[src/design/postnet_barcode_codec_unit_macros.svh]
`ifndef POSTNET_BARCODE_CODEC_UNIT_MACROS_SVH
`define POSTNET_BARCODE_CODEC_UNIT_MACROS_SVH

// Assertion helpers for the POSTNET codec. Each one samples on the rising
// edge of clock and is quiet while reset is high.

// The consequent must hold in the same cycle as the antecedent.
`define PBC_ASSERT_IMP(label, ante, cons) \
   label: assert property (@(posedge clock) disable iff (reset) (ante) |-> (cons)) \
      else $error("postnet codec: same-cycle check failed");

// The consequent must hold in the cycle after the antecedent.
`define PBC_ASSERT_NEXT(label, ante, cons) \
   label: assert property (@(posedge clock) disable iff (reset) (ante) |=> (cons)) \
      else $error("postnet codec: next-cycle check failed");

`endif

[src/design/pbc_pkg.sv]
`timescale 1ns / 1ps
`default_nettype none

package pbc_pkg;

   localparam int unsigned BarCount   = 27;
   localparam int unsigned DigitCount = 5;
   localparam int unsigned NumWidth   = 17;

   localparam logic [NumWidth-1:0] MaxNumber = 17'd99999;

   // Request beat.
   typedef struct packed {
      logic                func;
      logic [NumWidth-1:0] number_in;
      logic [BarCount-1:0] bars_in;
   } pbc_req_type;

   // Response beat.
   typedef struct packed {
      logic                valid_res;
      logic [NumWidth-1:0] number_out;
      logic [BarCount-1:0] bars_out;
   } pbc_rsp_type;

   // Result of the decode pipeline.
   typedef struct packed {
      logic                ok;
      logic [NumWidth-1:0] number;
   } pbc_dec_type;

   // Number of full bars in one group of five.
   function automatic logic [2:0] ones5(input logic [4:0] g);
      return {2'b00, g[0]} + {2'b00, g[1]} + {2'b00, g[2]} + {2'b00, g[3]} + {2'b00, g[4]};
   endfunction

   // Digit carried by a group: weights 7,4,2,1,0, and eleven means zero.
   function automatic logic [3:0] group_digit(input logic [4:0] g);
      logic [3:0] w;
      w = (g[4] ? 4'd7 : 4'd0) + (g[3] ? 4'd4 : 4'd0) + (g[2] ? 4'd2 : 4'd0)
        + {3'b000, g[1]};
      if (w == 4'd11) begin
         w = 4'd0;
      end
      return w;
   endfunction

   // Two-of-five pattern of a digit, leftmost bar in bit 4.
   function automatic logic [4:0] digit_bars(input logic [3:0] d);
      logic [4:0] p;
      case (d)
         4'd0:    p = 5'b11000;
         4'd1:    p = 5'b00011;
         4'd2:    p = 5'b00101;
         4'd3:    p = 5'b00110;
         4'd4:    p = 5'b01001;
         4'd5:    p = 5'b01010;
         4'd6:    p = 5'b01100;
         4'd7:    p = 5'b10001;
         4'd8:    p = 5'b10010;
         4'd9:    p = 5'b10100;
         default: p = 5'b00000;
      endcase
      return p;
   endfunction

endpackage

`default_nettype wire

[src/design/pbc_decode_pipe.sv]
`timescale 1ns / 1ps
`default_nettype none

// Four-stage bar decoder. It advances every cycle; the caller tracks which
// stages hold a live beat.
module pbc_decode_pipe
   import pbc_pkg::*;
(
   input  logic                clock,
   input  logic [BarCount-1:0] bars,
   output pbc_dec_type         dec_out
);

   logic       s1_ok_in;
   logic [3:0] s1_digit_in [DigitCount];
   logic       s1_ok_ff;
   logic [3:0] s1_digit_ff [DigitCount];

   logic       s2_ok_ff;
   logic [6:0] s2_p01_ff;
   logic [6:0] s2_p23_ff;
   logic [3:0] s2_d4_ff;

   logic        s3_ok_ff;
   logic [13:0] s3_q_ff;
   logic [3:0]  s3_d4_ff;

   logic                s4_ok_ff;
   logic [NumWidth-1:0] s4_num_ff;

   always_comb begin
      logic [4:0] grp;
      s1_ok_in = bars[BarCount-1] & bars[0];
      for (int g = 0; g < DigitCount; g++) begin
         grp            = bars[21 - 5*g +: 5];
         s1_digit_in[g] = group_digit(grp);
         if (ones5(grp) != 3'd2) begin
            s1_ok_in = 1'b0;
         end
      end
   end

   always_ff @(posedge clock) begin
      s1_ok_ff    <= s1_ok_in;
      s1_digit_ff <= s1_digit_in;

      s2_ok_ff  <= s1_ok_ff;
      s2_p01_ff <= 7'(s1_digit_ff[0]) * 7'd10 + 7'(s1_digit_ff[1]);
      s2_p23_ff <= 7'(s1_digit_ff[2]) * 7'd10 + 7'(s1_digit_ff[3]);
      s2_d4_ff  <= s1_digit_ff[4];

      s3_ok_ff <= s2_ok_ff;
      s3_q_ff  <= 14'(s2_p01_ff) * 14'd100 + 14'(s2_p23_ff);
      s3_d4_ff <= s2_d4_ff;

      s4_ok_ff  <= s3_ok_ff;
      s4_num_ff <= NumWidth'(s3_q_ff) * 17'd10 + NumWidth'(s3_d4_ff);
   end

   assign dec_out.ok     = s4_ok_ff;
   assign dec_out.number = s4_num_ff;

endmodule

`default_nettype wire

[src/design/postnet_barcode_codec_unit.sv]
`timescale 1ns / 1ps
`default_nettype none

// Channel   Ports                        Direction  Beat taken when
// request   start, busy, req_data        in         start high and busy low
// response  rsp_strobe, rsp_data         out        rsp_strobe high (one cycle)
//
// A request beat is taken in any cycle, one per cycle, and its response
// comes out through the five register stages: four in the digit pipeline
// and the response register. busy is held low, since every stage moves on in
// every cycle. Synchronous reset clears the stage valid bits and the response
// strobe; payload registers are not reset. The receiver cannot stall, so no
// beat is ever held back.
`include "postnet_barcode_codec_unit_macros.svh"

module postnet_barcode_codec_unit
   import pbc_pkg::*;
(
   input  logic        clock,
   input  logic        reset,
   input  logic        start,
   output logic        busy,
   input  pbc_req_type req_data,
   output logic        rsp_strobe,
   output pbc_rsp_type rsp_data
);

   // Encoding splits the number as hi = number / 1000 and lo = number % 1000.
   // The quotient uses a reciprocal multiply that is exact for every 17-bit
   // input. hi then yields the first two digits, and lo the last three.

   logic accept;

   logic [34:0] s1_prod;
   logic [7:0]  s1_hi_in;

   logic                s1_valid_ff;
   logic                s1_func_ff;
   logic [NumWidth-1:0] s1_num_ff;
   logic [BarCount-1:0] s1_bars_ff;
   logic                s1_range_ok_ff;
   logic [7:0]          s1_hi_ff;

   logic [NumWidth-1:0] s2_lo_full;
   logic [15:0]         s2_d0_prod;

   logic                s2_valid_ff;
   logic                s2_func_ff;
   logic [NumWidth-1:0] s2_num_ff;
   logic [BarCount-1:0] s2_bars_ff;
   logic                s2_range_ok_ff;
   logic [7:0]          s2_hi_ff;
   logic [9:0]          s2_lo_ff;
   logic [3:0]          s2_d0_ff;

   logic [7:0]  s3_d1_full;
   logic [15:0] s3_d2_prod;

   logic                s3_valid_ff;
   logic                s3_func_ff;
   logic [NumWidth-1:0] s3_num_ff;
   logic [BarCount-1:0] s3_bars_ff;
   logic                s3_range_ok_ff;
   logic [9:0]          s3_lo_ff;
   logic [3:0]          s3_d0_ff;
   logic [3:0]          s3_d1_ff;
   logic [3:0]          s3_d2_ff;

   logic [9:0] s4_r_full;

   logic                s4_valid_ff;
   logic                s4_func_ff;
   logic [NumWidth-1:0] s4_num_ff;
   logic [BarCount-1:0] s4_bars_ff;
   logic                s4_range_ok_ff;
   logic [3:0]          s4_d0_ff;
   logic [3:0]          s4_d1_ff;
   logic [3:0]          s4_d2_ff;
   logic [6:0]          s4_r_ff;

   pbc_dec_type dec;

   logic [14:0]         out_d3_prod;
   logic [3:0]          out_d3;
   logic [6:0]          out_d4_full;
   logic [BarCount-1:0] enc_bars;
   pbc_rsp_type         rsp_in;
   logic                rsp_strobe_ff;
   pbc_rsp_type         rsp_data_ff;

   logic rsp_zero;
   logic rsp_framed;
   logic s4_enc_legal;

   assign busy   = 1'b0;
   assign accept = start & ~busy;

   // The decoder runs beside the encode stages and lines up with stage four.
   pbc_decode_pipe u_decode (
      .clock   (clock),
      .bars    (req_data.bars_in),
      .dec_out (dec)
   );

   // Stage one: range check and the divide by 1000.
   assign s1_prod  = 35'(req_data.number_in) * 35'd134218;
   assign s1_hi_in = s1_prod[34:27];

   // Stage two: remainder by 1000 and the tens digit of hi.
   assign s2_lo_full = s1_num_ff - NumWidth'(s1_hi_ff) * 17'd1000;
   assign s2_d0_prod = 16'(s1_hi_ff) * 16'd205;

   // Stage three: units digit of hi and the hundreds digit of lo.
   assign s3_d1_full = s2_hi_ff - 8'(s2_d0_ff) * 8'd10;
   assign s3_d2_prod = 16'(s2_lo_ff) * 16'd41;

   // Stage four: the last two digits, still packed as a value below 100.
   assign s4_r_full = s3_lo_ff - 10'(s3_d2_ff) * 10'd100;

   always_ff @(posedge clock) begin
      if (reset) begin
         s1_valid_ff   <= 1'b0;
         s2_valid_ff   <= 1'b0;
         s3_valid_ff   <= 1'b0;
         s4_valid_ff   <= 1'b0;
         rsp_strobe_ff <= 1'b0;
      end else begin
         s1_valid_ff   <= accept;
         s2_valid_ff   <= s1_valid_ff;
         s3_valid_ff   <= s2_valid_ff;
         s4_valid_ff   <= s3_valid_ff;
         rsp_strobe_ff <= s4_valid_ff;
      end
   end

   always_ff @(posedge clock) begin
      s1_func_ff     <= req_data.func;
      s1_num_ff      <= req_data.number_in;
      s1_bars_ff     <= req_data.bars_in;
      s1_range_ok_ff <= (req_data.number_in <= MaxNumber);
      s1_hi_ff       <= s1_hi_in;

      s2_func_ff     <= s1_func_ff;
      s2_num_ff      <= s1_num_ff;
      s2_bars_ff     <= s1_bars_ff;
      s2_range_ok_ff <= s1_range_ok_ff;
      s2_hi_ff       <= s1_hi_ff;
      s2_lo_ff       <= s2_lo_full[9:0];
      s2_d0_ff       <= s2_d0_prod[14:11];

      s3_func_ff     <= s2_func_ff;
      s3_num_ff      <= s2_num_ff;
      s3_bars_ff     <= s2_bars_ff;
      s3_range_ok_ff <= s2_range_ok_ff;
      s3_lo_ff       <= s2_lo_ff;
      s3_d0_ff       <= s2_d0_ff;
      s3_d1_ff       <= s3_d1_full[3:0];
      s3_d2_ff       <= s3_d2_prod[15:12];

      s4_func_ff     <= s3_func_ff;
      s4_num_ff      <= s3_num_ff;
      s4_bars_ff     <= s3_bars_ff;
      s4_range_ok_ff <= s3_range_ok_ff;
      s4_d0_ff       <= s3_d0_ff;
      s4_d1_ff       <= s3_d1_ff;
      s4_d2_ff       <= s3_d2_ff;
      s4_r_ff        <= s4_r_full[6:0];

      rsp_data_ff    <= rsp_in;
   end

   // Output stage: split the last two digits, build the code with its two
   // frame bars, then pick the encode or decode result. An illegal beat
   // gives all-zero number and bars.
   assign out_d3_prod = 15'(s4_r_ff) * 15'd205;
   assign out_d3      = out_d3_prod[14:11];
   assign out_d4_full = s4_r_ff - 7'(out_d3) * 7'd10;

   assign enc_bars = {1'b1, digit_bars(s4_d0_ff), digit_bars(s4_d1_ff),
                      digit_bars(s4_d2_ff), digit_bars(out_d3),
                      digit_bars(out_d4_full[3:0]), 1'b1};

   always_comb begin
      rsp_in = '0;
      if (s4_func_ff) begin
         if (dec.ok) begin
            rsp_in.valid_res  = 1'b1;
            rsp_in.number_out = dec.number;
            rsp_in.bars_out   = s4_bars_ff;
         end
      end else begin
         if (s4_range_ok_ff) begin
            rsp_in.valid_res  = 1'b1;
            rsp_in.number_out = s4_num_ff;
            rsp_in.bars_out   = enc_bars;
         end
      end
   end

   assign rsp_strobe = rsp_strobe_ff;
   assign rsp_data   = rsp_data_ff;

   // Terms used by the checks below.
   assign rsp_zero     = (rsp_data.number_out == '0) && (rsp_data.bars_out == '0);
   assign rsp_framed   = rsp_data.bars_out[BarCount-1] && rsp_data.bars_out[0]
                         && (rsp_data.number_out <= MaxNumber);
   assign s4_enc_legal = s4_valid_ff && !s4_func_ff && s4_range_ok_ff;

   // An illegal beat must come out fully cleared.
   `PBC_ASSERT_IMP(a_invalid_cleared, rsp_strobe && !rsp_data.valid_res, rsp_zero)
   // A legal beat always carries both frame bars and an in-range number.
   `PBC_ASSERT_IMP(a_valid_framed, rsp_strobe && rsp_data.valid_res, rsp_framed)
   // An in-range encode leaving stage four must come out as legal.
   `PBC_ASSERT_NEXT(a_encode_legal, s4_enc_legal, rsp_strobe && rsp_data.valid_res)
   // A taken beat enters stage one.
   `PBC_ASSERT_NEXT(a_accept_enters, accept, s1_valid_ff)

endmodule

`default_nettype wire

[config.mk]
export PLATFORM = sky130hd
export DESIGN_NAME = postnet_barcode_codec_unit
export DESIGN_NICKNAME = d
export VERILOG_FILES = /design/src/design/pbc_pkg.sv /design/src/design/pbc_decode_pipe.sv /design/src/design/postnet_barcode_codec_unit.sv
export VERILOG_INCLUDE_DIRS = /design/src /design/src/design
export SDC_FILE = /design/constraint.sdc
export NUM_CORES = 1
export LEC_CHECK = 0
export ABC_AREA = 1
export BUFFER_PORTS_ARGS = -buffer_cell sky130_fd_sc_hd__clkbuf_2
export CORE_UTILIZATION = 30
export CTS_BUF_LIST = sky130_fd_sc_hd__clkbuf_16
export CTS_CLUSTER_SIZE = 28
export DETAILED_ROUTE_END_ITERATION = 8
export REMOVE_ABC_BUFFERS = 1
export SLEW_MARGIN = 20
export SYNTH_ARGS = -nofsm -noshare
export SYNTH_HDL_FRONTEND = slang
export SYNTH_SLANG_ARGS = --single-unit
[constraint.sdc]
create_clock -name clock -period 6 [get_ports clock]
set_input_delay 0.9 -clock clock [delete_from_list [all_inputs] [get_ports clock]]
set_output_delay 0.9 -clock clock [all_outputs]
set_load 0.01 [all_outputs]
# ---- Word level (Yosys, flattened, before mapping)
# Memory sizes are Yosys's and may differ from the RTL's. A register that Yosys moved wholly into a read port is not among the register bits.
# Index checks and enable logic that the tools add are counted.
dict set report totals {
  reg_bits 363
  rom_bits 400
  in_bits 48
  out_inout_bits 47
  elab_cells 139
  n_memories 5
}
# name words width read_ports rd_ports_with_merged_regs wr line
set memory_table {}
lappend memory_table {{(name not given)} 16 5 1 0 0 pbc_pkg.sv:51} ;# case (d)
lappend memory_table {{(name not given)} 16 5 1 0 0 pbc_pkg.sv:51}
lappend memory_table {{(name not given)} 16 5 1 1 0 pbc_pkg.sv:51}
lappend memory_table {{(name not given)} 16 5 1 1 0 pbc_pkg.sv:51}
lappend memory_table {{(name not given)} 16 5 1 1 0 pbc_pkg.sv:51}
dict set report classes {
  n_addsub 43
  multipliers 12
  order_cmp 1
  n_eq_ne 10
  muxes 18
  bitwise 1
  n_reduce_logical 1
}
# operator count
set ops {}
lappend ops {{$mux W45} 3}
lappend ops {{$add A3 B1 Y3} 15}
lappend ops {{$add A4 B4 Y4} 10}
lappend ops {{$mul A17 B17 Y34 const B} 1}
lappend ops {{$mux W3} 10}
lappend ops {{$add A4 B1 Y4} 5}
lappend ops {{$eq A4 B4 Y1 const B} 5}
lappend ops {{$add A17 B4 Y17} 1}
lappend ops {{$le A17 B17 Y1 const B} 1}
lappend ops {{$mul A10 B6 Y16 const B} 1}
lappend ops {{$mul A14 B3 Y16 const B} 1}
lappend ops {{$mul A7 B8 Y15 const B} 1}
lappend ops {{$mul A8 B8 Y15 const B} 1}
lappend ops {{$ne A3 B2 Y1 const B} 5}
lappend ops {{$add A14 B7 Y14} 1}
lappend ops {{$add A7 B4 Y7} 2}
lappend ops {{$mul A4 B3 Y6 const B} 2}
lappend ops {{$mul A7 B5 Y12 const B} 1}
lappend ops {{$add A1 B1 Y2} 5}
lappend ops {{$mux W2} 5}
lappend ops {{$sub A10 B10 Y10} 1}
lappend ops {{$mul A4 B3 Y3 const B} 2}
lappend ops {{$mul A8 B7 Y7 const B} 1}
lappend ops {{$sub A4 B4 Y4} 2}
lappend ops {{4 further kinds} 4}

# ---- Logic depth before layout (Yosys ltp)
# Gate-level depths: netlist (run 1).
dict set report depth {
  depth_word 6
  mapped_depth 24
  mapped_depth_nobuf 24
}

# ---- Hierarchy
# A second synthesis (run 1) with hierarchy kept.
dict set report hier_totals {
  cells_unflattened 2008
  area_unflattened_um2 19796.5
}
# mod n_inst cells_each area_each_um2 seq_area_each_um2
set by_module_without_submodules {}
lappend by_module_without_submodules {postnet_barcode_codec_unit 1 1426 14720.4 5865.6}
lappend by_module_without_submodules {pbc_decode_pipe 1 582 5076.1 1541.5}

# ---- Least setup slack after synthesis (run 1)
# OpenSTA, ideal clock, no wires.
dict set report synth_path {
  path_type {in2reg}
  start {input port req_data[33] in the netlist's numbering}
  end {register s1_hi_ff[5]}
  setup_ns 0.120
  arrival_ns 4.601
  t_required_ns 5.880
  setup_slack_ns 1.278
  stages 18
  n_path_buf 0
  cell_sequence {inv_1 ha_1 inv_1 ha_1 inv_1 fa_1 fa_1 fa_1 fa_1 inv_1 ha_1 nand2_1 o21ai_0 nand2_1 a21oi_1 nor4_1 nand2_1 xor2_1}
}
dict set report synth_via {
  elab_chain_len 1
}
# element line
set synth_lines {}
lappend synth_lines {{start: declaration} postnet_barcode_codec_unit.sv:23} ;# input pbc_req_type req_data,
lappend synth_lines {{$mul A17 B17 Y34} postnet_barcode_codec_unit.sv:106} ;# assign s1_prod = 35'(req_data.number_in) * 35'd134218;
lappend synth_lines {{net s1_prod[32]} postnet_barcode_codec_unit.sv:34} ;# logic [34:0] s1_prod;
lappend synth_lines {{end signal: assignment} postnet_barcode_codec_unit.sv:141} ;# s1_hi_ff <= s1_hi_in;
lappend synth_lines {{end: declaration} postnet_barcode_codec_unit.sv:42} ;# logic [7:0] s1_hi_ff;
# The timed path passes the listed nets, and every way through them passes these cells.
# A chain may end at the register's enable or synchronous reset.

==> results of run 1 <==
==> final cells by class <==
| type | count | area, um^2 |
|---|---|---|
| clock buffers | 43 | 1076 |
| clock inverters | 33 | 236.5 |
| fillers | 6437 | 42210 |
| inverters | 409 | 1538 |
| multi-input cells | 1195 | 10800 |
| flip-flops and latches | 370 | 7407 |
| well taps | 855 | 1070 |
| repair buffers | 95 | 480.5 |
==> cells by family after synthesis <==
group | synth area share [%]
buffers and inverters | 7.996
and+or+nand+nor | 10.01
xor gates and xnor gates | 4.232
DFF | 37.45
other | 0.01896
adders and majority gates | 34.20
AOI/OAI and AO/OA | 6.098
==> state kept, by name, summed over array words and instances, names as in the netlist, 8 cells and up <==
signal and cells:
s2_num_ff 14, u_decode.s1_digit_ff 20, u_decode.s4_num_ff 17, s2_lo_ff 10
s3_num_ff 14, u_decode.s3_q_ff 14, s4_bars_ff 27, s1_hi_ff 8
rsp_data 45, s3_bars_ff 27, s1_num_ff 17, s1_bars_ff 27
s2_bars_ff 27, s4_num_ff 15, enc_bars 15
==> worst max-delay path: stages, from the launching register on <==
cell	delay, ns
dfxtp_1	0.35
ha_1	0.38
fa_1	0.48
ha_1	0.29
inv_1	0.05
fa_1	0.50
inv_1	0.04
ha_1	0.20
a21oi_1	0.20
nor2_1	0.06
nor2_1	0.17
nand2_1	0.10
nand2_1	0.06
nand2_1	0.14
ha_1	0.24
fa_1	0.54
or2_2	0.35
nand2_1	0.08
o21ai_0	0.07
a21oi_1	0.17
nand3_1	0.12
nand2_1	0.07
==> layout by cell type (no fill, tap or decap), types with 9 or more instances in the layout <==
cell,n
nor4_1,14
nand2_2,9
xor2_1,59
nor2_1,77
xnor2_1,31
nand2_1,220
a21oi_1,73
clkbuf_2,93
clkbuf_16,43
dfxtp_1,370
a22o_1,30
fa_1,96
clkinv_1,11
inv_1,405
a21o_1,11
nand3_2,9
nand3_1,51
nand4_1,18
o21ai_0,26
ha_1,387
==> through the flow <==
stage	utilization [%]	std cells
after detailed placement	32.85	2924
after global placement	32.85	2924
after CTS	34.88	3000
after global routing	34.88	3000
after floorplan	-	1974
final	34.88	3000
==> worst paths after layout <==
kind,start,endpoint,slack (ns),cells after the start
hold / removal,s3_bars_ff[12]$_DFF_P_,s4_bars_ff[12]$_DFF_P_,0.31,0
hold reg to reg,s3_bars_ff[12]$_DFF_P_,s4_bars_ff[12]$_DFF_P_,0.31,0
setup reg to reg,s4_r_ff[4]$_DFF_P_,rsp_data[1]$_DFF_P_,1.29,21
setup / recovery,s4_r_ff[4]$_DFF_P_,rsp_data[1]$_DFF_P_,1.29,21
==> per-layer routing <==
| layer | routed length [um] | up-vias |
|---|---|---|
| li1 | - | 6612 |
| met1 | 18450 | 6027 |
| met2 | 18530 | 204 |
| met3 | 1892 | 67 |
| met4 | 1037 | 6 |
| met5 | 40 | - |
==> results.txt, run 1 <==
- The tree built by TritonCTS fans out to 370 sinks.
- Once the floorplan was initialized, standard cells occupied 30.52% of the core.
- For this run, design rule violations remaining after detail routing come to 0.
- After synthesis, the most frequently instantiated cells are inv_1, ha_1, dfxtp_1.
- Sum Neg Setup Slack: 0 ns
- Layout overhead on the synthesized area: 14.29%
- Crit Path Category: reg -> reg
* Fraction of final layout cells with drive strength greater than 1: 9.697%
* Via Count: 12920
* Initial DRT Pass Iterations: 5
- Post-cts sizing count: 0
- The finished cells cover 22610 um^2.
- Post-cts hold buffer count: 0
- For the pin with the worst max-slew slack, the measured transition is 0.9535 ns.
- TritonCTS built the clock tree.
- In this run the tightest slew margin relative to its limit is 35.85%.
* Fraction of post-synthesis cell area in the top cell type by area: 37.45%
* Largest net degree at the start of global routing: 42
* # nets final: 2643
- For met3 alone, demand over resource in global routing was 2.572%.
- EDFF count, synth: 0
- Number of cells produced by synthesis: 1984
- The initial antenna violation count was 3.
* GRT overflow: 0
- Critical path endpoint category: register
- I/O Pins: 95
- Crit path launch type: register
* Worst slack at placement: 0.7195 ns
- Derived from the worst setup path, the maximum achievable clock frequency is 212.4 MHz.
- Cell taking the most area after synthesis: dfxtp_1
- Final cycle utilization of the critical path: 78.49%
* Gr usage total: 12.31%
* Met2 routing resource usage after global routing: 21.11%
- Summing all placed instances gives a cell area of 21290 um^2.
* GR peak layer: met2
- Max-cap violations: 0
- Counting the buffers created by CTS gives 41.
* Most numerous cell in the Yosys netlist: inv_1
* Count of pins over their slew limit: 0
- The die covers 66960 um^2.
* Via count of the first global-routing pass: 13700
- After detailed routing, the average wire length per cell comes to 13.32 um.
- Post-detailed-route via-to-cell ratio: 4.305
- Summed over all layers, the routed wires come to 39.95 mm.
- Number of port buffers: 93
- Hold_ws: 0.3104 ns
* Crit path DAT: 5.21 ns
- Row cnt: 93
- DRC marker count from the first detailed-route iteration: 525
* Class of the worst hold path: reg -> reg
- Floorplan core area: 64810 um^2
- Yosys synthesis warning count: 0
* Wire length of the first global-routing pass: 66.22 mm
* Biggest area contributors in the synthesized netlist: dfxtp_1, ha_1, fa_1
* Post-synthesis sequential area ratio: 37.45%
* Seq cells post-synth: 370
* Number of buffers between clock root and the deepest sink: 3
* Insertion delay to the later sink of the worst-skew pair: 0.56 ns
- Die Span X: 258.8 um
- Average size of a mapped cell: 9.969 um^2
* Number of routed nets with antenna violations: 0
* Predominant post-synthesis flop cell: dfxtp_1
* Required time at the endpoint of the critical path: 6.50 ns
- Result of the run: complete, no violations
- Final hold violation count: 0
* Half-perimeter wire length after placement: 32.03 mm
- Setup clock skew after layout: 0.01663 ns
- Height of the die: 258.8 um
- Summing every instance area after synthesis gives 19780 um^2.
- CTS placed an instance of clkbuf_16 at the clock tree root.
- Yosys mapped the design onto 53 distinct sky130hd cell types.
- Global routing used 15.16% of the available met1 tracks.
- After layout, the worst setup slack is 1.291 ns.
- FFs w/ async S/R, synth: 0%
- Number of levels the H-tree was split into: 2
* Clock slew at the register clock pins of the worst setup and hold paths: 0.06 ns
- Of all nets on the critical path, the largest fanout is 7.
- Setup repair after global routing left no endpoint under its margin.
- Count of final setup violators: 0
- Routability congestion estimate: 0.8138
- The number of setup buffers added after CTS is 0.
- Final min period: 4.709 ns
- 0 antenna diodes ended up in the layout.
Power of run 1 is not shown: default switching activity piles up to over one toggle a cycle in this logic, so the estimate is an artifact.
==> run 2, diff against run 1 <==
==> constraint.sdc (replaced) <==
create_clock -name clock -period 4.2 [get_ports clock]
set_input_delay 0.63 -clock clock [delete_from_list [all_inputs] [get_ports clock]]
set_output_delay 0.63 -clock clock [all_outputs]
set_load 0.01 [all_outputs]
==> results.txt, run 2 (synthesis results as in run 1) <==
- Number of port buffers: 93
- Across the routed clock network, the largest skew measured is 0.02102 ns.
* Crit path launch type: register
- Worst Path Max Fanout: 4
* # nets final: 2741
- Layout overhead on the synthesized area: 21.18%
- The run finished with clean final reports.
* Antenna diode instance count: 0
- Prior to clock tree synthesis, the placed netlist has a worst setup slack of -0.6180 ns.
* Gr usage total: 12.64%
- Via Count: 13280
- The die covers 66960 um^2.
- After filler insertion, the fill cell instance count of the layout stands at 6387.
* Number of levels the H-tree was split into: 2
- At the pin with the least slew margin, the transition time is 0.5478 ns.
* Endpoint of the worst hold-timing path: s1_func_ff$_DFF_P_
- Required time at the endpoint of the critical path: 4.65 ns
* Most frequent standard cell in the layout excluding fill and tap cells: inv_1
* Final min period: 4.156 ns
- FF-to-FF path depth: 21
- Routability congestion estimate: 0.8385
- Clock latency on the worst-skew pair, taken at its later pin, is 0.55 ns.
* Starting utilization of the core area: 30.52%
- Hold_ws: 0.1817 ns
* Class of the worst hold path: in -> reg
- The worst pin sits at a relative slew slack of 63.48%.
- Setup WS post-layout: 0.04437 ns
* Max-cap violations: 0
- Worst hold stages: 1
* Fraction of final layout cells with drive strength greater than 1: 18.13%
- In this run the standard cell core region covers 64810 um^2.
* Detailed-route wire length per cell: 13.50 um
- The total overflow left after global routing is 0.
* Half-perimeter wire length after placement: 33.29 mm
- Buffer cell driving the clock tree root: clkbuf_16
* Number of buffers between clock root and the deepest sink: 3
- Entering global routing, the biggest net connects 41 pins.
* CTS tree: built
- Row cnt: 93
* Count of pins over their slew limit: 0
* Final cell utilization of the core: 36.98%
- Number of buffers inserted during clock tree synthesis: 40
- RR Startpoint: s4_r_ff[4]$_DFF_P_
- Total wire length: 41.78 mm
- Critical path endpoint category: register
- Min-Delay Startpoint: req_data[44]
* Largest reg by FF count: rsp_data
- Final hold violation count: 0
* Final cycle utilization of the critical path: 98.94%
- Crit Path Category: reg -> reg
- I/O Pins: 95
- The initial antenna violation count was 2.
- Initial DRT Pass Iterations: 5
- Count of final setup violators: 0
- The floorplan step set the die width to 258.8 um.
- For the worst setup path, the data arrival time is 4.60 ns.
- Max reg flops: 45
- Reg2reg setup slack: 0.04 ns
* Via count of the first global-routing pass: 13960
* Post-cts hold buffer count: 0
* Sum Neg Setup Slack: 0 ns
- Count of clock tree sinks: 370
- In this run the remaining antenna-violating nets after routing total 0.
- Post-detailed-route DRC marker count: 0
- The worst register-to-register path ends at rsp_data[5]$_DFF_P_.
- Commonest cells after routing, fill and taps aside: inv_1, dfxtp_1, ha_1
- DRC marker count from the first detailed-route iteration: 541
- Setup repair after global routing could not meet its margin everywhere.
- Derived from the worst setup path, the maximum achievable clock frequency is 240.6 MHz.
- Clock-pin slew was measured on the worst setup and hold paths at 0.07 ns.
- Post-detailed-route via-to-cell ratio: 4.293
* Wire length of the first global-routing pass: 68.00 mm
* Height of the die: 258.8 um
-- run 2: cell count changes in the layout (fill, tap and decap cells not counted), moves of 12 or more --
cell | previous run | this run
buf_4 | 2 | 98
ha_1 | 387 | 348
ha_4 | 0 | 35
inv_1 | 405 | 389
inv_2 | 6 | 18
nand2_1 | 220 | 208
-- run 2: cell type report --
class | count | area (um^2) | share of cell area (%)
multi-input cells | 1195 | 11440 | 47.73
well taps | 855 | 1070 | 4.463
inverters | 409 | 1540 | 6.426
clock inverters | 30 | 224.0 | 0.9344
flip-flops and latches | 370 | 7413 | 30.93
repair buffers | 194 | 1255 | 5.236
clock buffers | 41 | 1026 | 4.281
-- run 2: critical path, stage by stage (launching register included) --
cell,delay (ns)
dfxtp_4,0.37
ha_4,0.25
fa_1,0.48
ha_1,0.32
inv_2,0.04
fa_1,0.49
inv_2,0.05
ha_4,0.16
a21oi_4,0.17
nor2_2,0.06
nor2_2,0.12
nand2_1,0.09
nand2_1,0.08
nand2_2,0.07
ha_4,0.16
fa_2,0.54
or2_4,0.15
nor2_2,0.04
a31oi_1,0.16
nand3_1,0.09
nand3_1,0.08
nand2_1,0.06
-- run 2: metal layers --
metal  vias up  GRT usage, %  routed length [um]
li1       6823             -                   -
met1      6214         15.59               19170
met2       182         22.27               20160
met3        61         2.142                1543
met4         4         3.994                 880
met5         -             0                  27
-- run 2: worst max-delay path by stage --
| stage | start | endpoint | slack [ns] | depth (start not counted) |
|---|---|---|---|---|
| 5_1_grt | s4_r_ff[4]$_DFF_P_ | rsp_data[5]$_DFF_P_ | -0.11 | 21 |
| 3_3_place_gp | req_data[33] | s1_hi_ff[6]$_DFF_P_ | -0.62 | 20 |
| 4_1_cts | req_data[28] | s1_hi_ff[6]$_DFF_P_ | 0.008 | 22 |
| 2_1_floorplan | req_data[33] | s1_hi_ff[5]$_DFF_P_ | -0.25 | 18 |
| 6_report | s4_r_ff[4]$_DFF_P_ | rsp_data[5]$_DFF_P_ | 0.04 | 21 |
| 3_5_place_dp | req_data[33] | s1_hi_ff[5]$_DFF_P_ | -0.62 | 19 |
-- run 2: repair_timing --
| item | 4_1_cts | 5_1_grt |
|---|---|---|
| gates resized for setup | 32 | 98 |
| buffers inserted | 8 | 3 |
| setup endpoints to repair | 8 | 13 |
| pin swaps | 17 | 47 |
-- run 2: stage by stage --
stage          instances  cell area, um^2
6_report            3094            23970
5_1_grt             3094            23970
4_1_cts             3092            23440
3_5_place_dp        3013            21970
3_3_place_gp        3013            21970
2_1_floorplan       1974            19740
Power of run 2 is left out for the same reason.
==> run 3, diff against run 2 <==
--- a/config.mk
+++ b/config.mk
@@ -8,11 +8,13 @@
 export LEC_CHECK = 0
 export ABC_AREA = 1
 export BUFFER_PORTS_ARGS = -buffer_cell sky130_fd_sc_hd__clkbuf_2
+export CORE_MARGIN = 2
 export CORE_UTILIZATION = 30
 export CTS_BUF_LIST = sky130_fd_sc_hd__clkbuf_16
 export CTS_CLUSTER_SIZE = 28
 export DETAILED_ROUTE_END_ITERATION = 8
 export REMOVE_ABC_BUFFERS = 1
+export SETUP_SLACK_MARGIN = 0.15
 export SLEW_MARGIN = 20
 export SYNTH_ARGS = -nofsm -noshare
 export SYNTH_HDL_FRONTEND = slang
==> results.txt, run 3 (synthesis results as in run 1) <==
- Result of the run: complete, no violations
- Total wire length: 42.57 mm
* Number of antenna violations at the first check in global routing: 0
- Count of pins over their slew limit: 0
- Once detail routing completed, the nets flagged for antenna violations numbered 0.
* Final cell utilization of the core: 38.00%
- Counting cells, the worst reg-to-reg path comes to 25.
- In this run the worst path has a maximum fanout of 5.
* GRT overflow: 0
- After detailed routing, the number of remaining DRC violations is 0.
* Wire length of the first global-routing pass: 69.10 mm
- Timing would allow up to 238.8 MHz.
* Gr usage total: 12.55%
* Detailed-route wire length per cell: 13.59 um
- In the finished design, the share of the clock period the worst path needs comes to 99.69%.
- On the worst path, the slowest cell contributes a delay of 0.51 ns.
* Worst hold stages: 1
- Starting utilization of the core area: 30.19%
* Post-cts hold buffer count: 0
- Die Span X: 260.8 um
* Floorplan core area: 65510 um^2
- Crit Path Category: reg -> reg
- Number of buffers between clock root and the deepest sink: 3
- Setup clock skew after layout: 0.02411 ns
* Insertion delay to the later sink of the worst-skew pair: 0.57 ns
- Die Footprint: 68000 um^2
* Largest net degree at the start of global routing: 42
- Layout overhead on the synthesized area: 25.87%
- Required time at the endpoint of the critical path: 4.66 ns
* Number of port buffers: 93
- Number of levels the H-tree was split into: 2
- TritonCTS created 41 clock buffers.
* Final hold violation count: 0
- Slew at the pin closest to its max-slew limit: 0.5622 ns
- Row cnt: 94
- After detailed routing, the number of vias per cell comes to 4.318.
- In this run the tightest slew margin relative to its limit is 62.52%.
- Reg2reg setup slack: 0.01 ns
* Via Count: 13530
- Endpoint of the worst hold-timing path: s1_func_ff$_DFF_P_
- I/O Pins: 95
- Count of clock tree sinks: 370
- Summed over all nets, the half-perimeter wirelength after detailed placement is 33.15 mm.
- Data arrives at the worst endpoint at 4.65 ns.
* Routability congestion estimate: 0.8652
- After clock tree synthesis, the clock-pin slew on the worst setup and hold paths is 0.06 ns.
- Crit path buf inv count: 10
- Via count of the first global-routing pass: 14520
- In the final design database the tool counted 2766 nets.
* Number of fill cells in the layout: 6322
- Setup repair after global routing missed its margin: true
- CTS tree: built
- Launching element of the worst setup path: s4_r_ff[4]$_DFF_P_
- Crit path max-delay family: adder cells
- The number of antenna diodes in the final layout is 0.
* Min-Delay Startpoint: req_data[44]
- Setup violations remaining at the end of the flow were counted as 0.
- From bottom edge to top edge, the die measures 260.8 um.
- The worst setup path is captured at a register.
- CP max-delay cell: fa_1
* Max-cap violations: 0
- Fraction of final layout cells with drive strength greater than 1: 22.44%
- Buffer cell driving the clock tree root: clkbuf_16
- Most frequent standard cell in the layout excluding fill and tap cells: inv_1
- The path class of the tightest hold or removal check is in -> reg.
- Initial DRT Pass Iterations: 5
* RR Startpoint: s4_r_ff[4]$_DFF_P_
- Leaving out fill and tap cells, the most frequent cells in the layout are inv_1, dfxtp_1, ha_1.
* DRC marker count from the first detailed-route iteration: 501
- Largest reg by FF count: rsp_data
* Most repeated library cell on the critical path: buf_6
* Final min period: 4.187 ns
* Capturing point of the worst reg2reg path: rsp_data[5]$_DFF_P_
* Crit path launch type: register
* Max reg flops: 45
[run 3: stage by stage]
stage / TNS [ns] / worst slack [ns] / hold slack (ns) / instance area [um^2] / std cells
after floorplan: -1.406 / -0.2516 / 0.3096 / 19740 / 1974
after global placement: -4.909 / -0.6244 / 0.3097 / 22020 / 3028
after detailed placement: -5.601 / -0.6270 / 0.3121 / 22020 / 3028
after CTS: 0 / 0.03483 / 0.1263 / 23970 / 3122
after global routing: -1.038 / -0.1710 / 0.1326 / 24900 / 3132
final: 0 / 0.01318 / 0.1592 / 24900 / 3132
[run 3: metal layers]
layer | up-vias | global-route usage [%] | wire length, um
met5 | - | 0 | 0
met4 | 0 | 4.079 | 1259
met3 | 80 | 2.117 | 1603
met2 | 209 | 22.66 | 20860
met1 | 6366 | 15.02 | 18850
li1 | 6870 | - | -
[run 3: how the worst max path moves through the flow]
stage / end / slack [ns] / depth (start not counted)
floorplan: s1_hi_ff[5]$_DFF_P_ / -0.25 / 18
global placement: s1_hi_ff[6]$_DFF_P_ / -0.62 / 20
detailed placement: s1_hi_ff[2]$_DFF_P_ / -0.63 / 22
CTS: rsp_data[1]$_DFF_P_ / 0.03 / 21
global route: rsp_data[2]$_DFF_P_ / -0.17 / 27
finish: rsp_data[5]$_DFF_P_ / 0.01 / 25
[run 3: repair_timing]
action | 4_1_cts | 5_1_grt
setup endpoints to repair | 12 | 19
pin swaps | 48 | 100
setup buffers | 18 | 10
resized for setup | 85 | 184
[run 3: area by class of cell]
cell class | instances | area (um^2) | area share [%]
timing repair buffer | 218 | 1544 | 6.202
tap | 864 | 1081 | 4.342
sequential | 370 | 7417 | 29.79
multi-input combinational | 1195 | 11960 | 48.06
clock inverter | 35 | 316.6 | 1.271
inverter | 409 | 1548 | 6.217
clock buffer | 41 | 1026 | 4.121
Power of run 3 is left out for the same reason.
